--- config.mk ---
export PLATFORM = sky130hd
export DESIGN_NAME = bpa_ram
export DESIGN_NICKNAME = d
export VERILOG_FILES = /design/src/hdl/bpa_ram.sv
export SDC_FILE = /design/constraint.sdc
export NUM_CORES = 1
export LEC_CHECK = 0
export BUFFER_PORTS_ARGS = -buffer_cell sky130_fd_sc_hd__buf_2
export CAP_MARGIN = 20
export CORE_MARGIN = 1
export CORE_UTILIZATION = 62
export CTS_CLUSTER_DIAMETER = 60
export DETAILED_ROUTE_END_ITERATION = 8
export PLACE_DENSITY = 0.75
export SYNTH_ARGS = -nofsm -noshare
export SYNTH_HDL_FRONTEND = slang
export SYNTH_SLANG_ARGS = --single-unit
--- constraint.sdc ---
create_clock -name clk_i -period 2.35 [get_ports clk_i]
set_clock_uncertainty 0.2 [all_clocks]
set_input_delay 0 -clock clk_i [delete_from_list [all_inputs] [get_ports clk_i]]
set_output_delay 0 -clock clk_i [all_outputs]
set_load 0.01 [all_outputs]
--- src/hdl/bpa_ram.sv ---
// Generic synchronous RAM with one write port and one registered read port.
`timescale 1ns / 1ps
module bpa_ram #(
  parameter int unsigned Width = 8,
  parameter int unsigned Depth = 64,
  parameter int unsigned AddrW = $clog2(Depth)
) (
  input  logic             clk_i,
  input  logic             we_i,
  input  logic [AddrW-1:0] waddr_i,
  input  logic [Width-1:0] wdata_i,
  input  logic [AddrW-1:0] raddr_i,
  output logic [Width-1:0] rdata_o
);

  logic [Width-1:0] mem [Depth];
  logic [Width-1:0] rdata_q;

  always_ff @(posedge clk_i) begin
    if (we_i) begin
      mem[waddr_i] <= wdata_i;
    end
    rdata_q <= mem[raddr_i];
  end

  assign rdata_o = rdata_q;

endmodule

After elaboration in Yosys (flattened, before gate mapping)
Memory sizes are Yosys's and may differ from the RTL's. A register that Yosys moved wholly into a read port is not among the register bits. Cells that the tools add are included. Widths: inputs -> output; s select.

Bitwise logic cells: 0. Equal/unequal tests: 0. Muxes and demuxes: 2. Shift-type cells: 0. $lt $le $gt $ge: 0. Div/mod/pow operators: 0. $mul: 0. Reductions and logical operators: 0. Add/subtract/negate cells: 0.

Operator list (number): $mux 1 (2).

Memories kept: 1. Bits of input ports: 22. Output and inout bits: 8. Flip-flop bits (word level): 0. Memory bits (writable): 512. Latch bits: 0. ROM bits: 0.

Memories: mem (depth 64, width 8, rd ports 1, clocked after Yosys merged registers in 1, wr ports 1, line 16) `logic [Width-1:0] mem [Depth];`.

Longest topological paths before layout
Word-level depth: 2. Gate-level depth with buffers: 9. Mapped depth without buffers: 5.

Worst setup path after synthesis
No wires, ideal clock.

Path type: register to register. Start point: mem mem[29][4]. End point: reg rdata_q[4] (netlist: rdata_o[4]), read port of mem. Arrival: 1560 ps. Stages on the path, launching flop included: 6. Period minus slack after synthesis: 1892 ps. Setup time: 132 ps. Path buffers: 0. Setup slack: 458 ps. Cell sequence: edfxtp_1 -> mux4_2 -> mux2_2 -> o221a_2 -> nor3_1 -> o32ai_1.

RTL lines: start, declared (line 16); end, declared (line 17) `logic [Width-1:0] rdata_q;`.

==> metrics <==
status=finished clean; Seq cells post-synth=520; Slew Viols, Final=0; Detailed Routing Iterations Pass 1=5; Chip Width=182 µm; initial antenna violation count=2; die footprint=33300 µm²; Final Hold Viols=0; critical path's top delay family=multiplexers; period utilization=0.963; mapped cell area=20200 µm²; num rows=65; first-pass GRT wire length=66200 µm; critical path buffer and inverter count=0; R2R Path Start=mem[28][6]; maximum clock insertion buffer count=3; worst skew pair latency=0.56 ns; cell count after synthesis=940; Final min period=2.26 ns; H-tree depth=2; die height=182 µm; Placer Congestion=0.875; worst rel slew slack=0.488; CTS tree=yes; worst-path cell chain=mux4_2 > mux2_2 > o221a_2 > nor3_2 > o32ai_1; FFs w/ async S/R, synth=0; FILL cells=1788; Initial Utilization=0.634; data required time of the critical path=2.58 ns; CTS sink count=520; Post-synth top flop=edfxtp_1; Synth warnings=0; final setup vio count=0; CP Max Fanout=1; Unique masters post-synth=40; RSZ-0062 raised after global routing=no; Post-synth EDFFs=512; leading area contributor after synthesis=edfxtp_1; Post-Layout Cell Count=1590; Max-Cap Viols=0; remaining global-route overflow=0; Placed Instances=1479; static leakage=0.00763 µW; hold depth=3; hold crit path type=primary input to flip-flop; slowest cell delay on critical path=0.46 ns; # Post-CTS Setup Buffers=0; Routed Antenna Nets=0; clk slew on worst S/H paths=0.07 ns; syn_nets=962; largest net degree at the start of global routing=65; ANT cells=0; CP Capture Type=flip-flop; Worst VDD drop=0.000722 V; Num CTS Buffers=49; Root Buffer=clkbuf_16; WL/cell=28.0 µm; Arr. time, crit path=2.49 ns; Max Freq=0.442 GHz; pwr dens=812 nW/µm²; vias in the first global route=10361; end of the worst register-to-register path=rdata_o[6]; Vias=10185; DR DRC count=0; sequential fraction of the synthesis area=0.770; port bufs=29; Ports=30; vias per std cell=6.41; Setup TNS=0 ns; # nets final=1136; GRT Util Overall=0.280; layout cells sized above 1=0.320; Initial DRC Count=1234; core area=31800 µm²; area of the multi-input gates=4330 µm²; synth top area cells=edfxtp_1 (76%), mux4_2 (14%), nor2_1 (1.5%), mux2i_1 (1.1%), dfxtp_1 (0.79%); Hold Startpoint=raddr_i[3]; area delta synth->final=16.2%; hold worst-path end=rdata_o[7]; Worst-Margin Slew=0.769 ns; slowest stage cell, crit path=mux4_2; Startpoint Class=flip-flop; Synth top area share=0.762; Register Area=15500 µm²; aggregate routed wire length=44600 µm; DPL Wire Length=28000 µm; synthesized area per cell=21.5 µm²; critical path type=flip-flop to flip-flop; Register-to-Register Path Depth=5; r2r setup slk=0.09 ns
-- worst register-to-register path: stages, from the launching register on --
cell and delay (ns):
edfxtp_1 0.38, mux4_2 0.46, mux2_2 0.28, o221a_2 0.29
nor3_2 0.38, o32ai_1 0.16
-- how the worst max path moves through the flow --
stage,start,endpoint,cells past startpoint
global route,mem[21][6],rdata_o[6],5
detailed placement,raddr_i[0],rdata_o[6],7
floorplan,mem[29][4],rdata_o[4],5
global placement,raddr_i[0],rdata_o[6],7
CTS,waddr_i[4],mem[49][6],6
finish,mem[28][6],rdata_o[6],5
-- where the power goes --
| group | switching [µW] | internal [µW] | total, µW |
|---|---|---|---|
| Combinational | 604 | 442 | 1050 |
| Clock | 3230 | 4450 | 7680 |
| Sequential | 36.5 | 10300 | 10300 |
-- synthesized netlist by cell type (3+ instances only) --
cell type  instances
a211oi_1           4
a21oi_1            3
a221oi_1           6
a22oi_1            3
buf_1              4
buf_2             11
buf_4             13
buf_6              4
clkbuf_1          17
dfxtp_1            8
edfxtp_1         512
mux2_2            13
mux2i_1           23
mux4_2           126
nand2_1           19
nand2b_1           7
nand3_1           13
nand3b_1           3
nor2_1            83
nor2b_1           14
nor3_1             7
o2111ai_1          3
o221ai_1           8
o22ai_1            8
o2bb2ai_1          3
-- cell type report --
type	count	area share
clock buffers	71	0.0594
clock inverters	21	0.00796
well taps	435	0.0232
repair buffers	174	0.0616
flip-flops and latches	520	0.663
multi-input cells	369	0.185
-- sequential cells by signal, summed over array words and instances (netlist names) --
signal	count
rdata_o	8
mem	512
-- timing repair --
action | in CTS | in global routing
hold buffers | 17 | 1
hold endpoints to repair | 405 | 64
resized for setup | 1 | 1
setup endpoints to repair | 1 | 5
-- kinds of logic after synthesis --
logic type             count (synthesis)  share of synthesized area
buffers and inverters                 51                     0.0157
AOI/OAI and AO/OA                     54                     0.0207
DFF                                  520                      0.770
muxes                                162                      0.159
and+or+nand+nor                      153                     0.0339
-- stage by stage --
step	total power (µW)	hold slack (ns)	util	setup WS, ns	instance area (µm²)
CTS	19100	0.00659	0.736	0.0503	23400
global placement	11500	0.195	0.680	-0.0626	21600
global route	19500	0.0204	0.737	0.0554	23400
finish	19000	0.0151	0.737	0.0878	23400
floorplan	11000	-0.101	-	0.458	20200
detailed placement	11500	0.202	0.680	-0.0980	21600
-- metal layers --
layer / wire length (µm) / GRT usage
met1: 17600 / 0.394
met2: 21400 / 0.442
met3: 4020 / 0.0563
met4: 1490 / 0.101
met5: 75 / 0.0119
-- layout by cell type, fill, tap and decap left out, types with 9 or more instances in the layout --
cell type      netlist  routed
edfxtp_1           512     512
mux4_2             126     126
buf_4               13     117
nor2_1              83      83
clkbuf_16            0      51
buf_2               11      26
mux2i_1             23      23
nand2_1             19      19
dlygate4sd3_1        0      18
clkbuf_1            17      16
nor2b_1             14      14
mux2_2              13      13
nand3_1             13      13
buf_12               2      12
clkinv_2             0       9
Note: power is estimated with default switching activity, not from simulation.
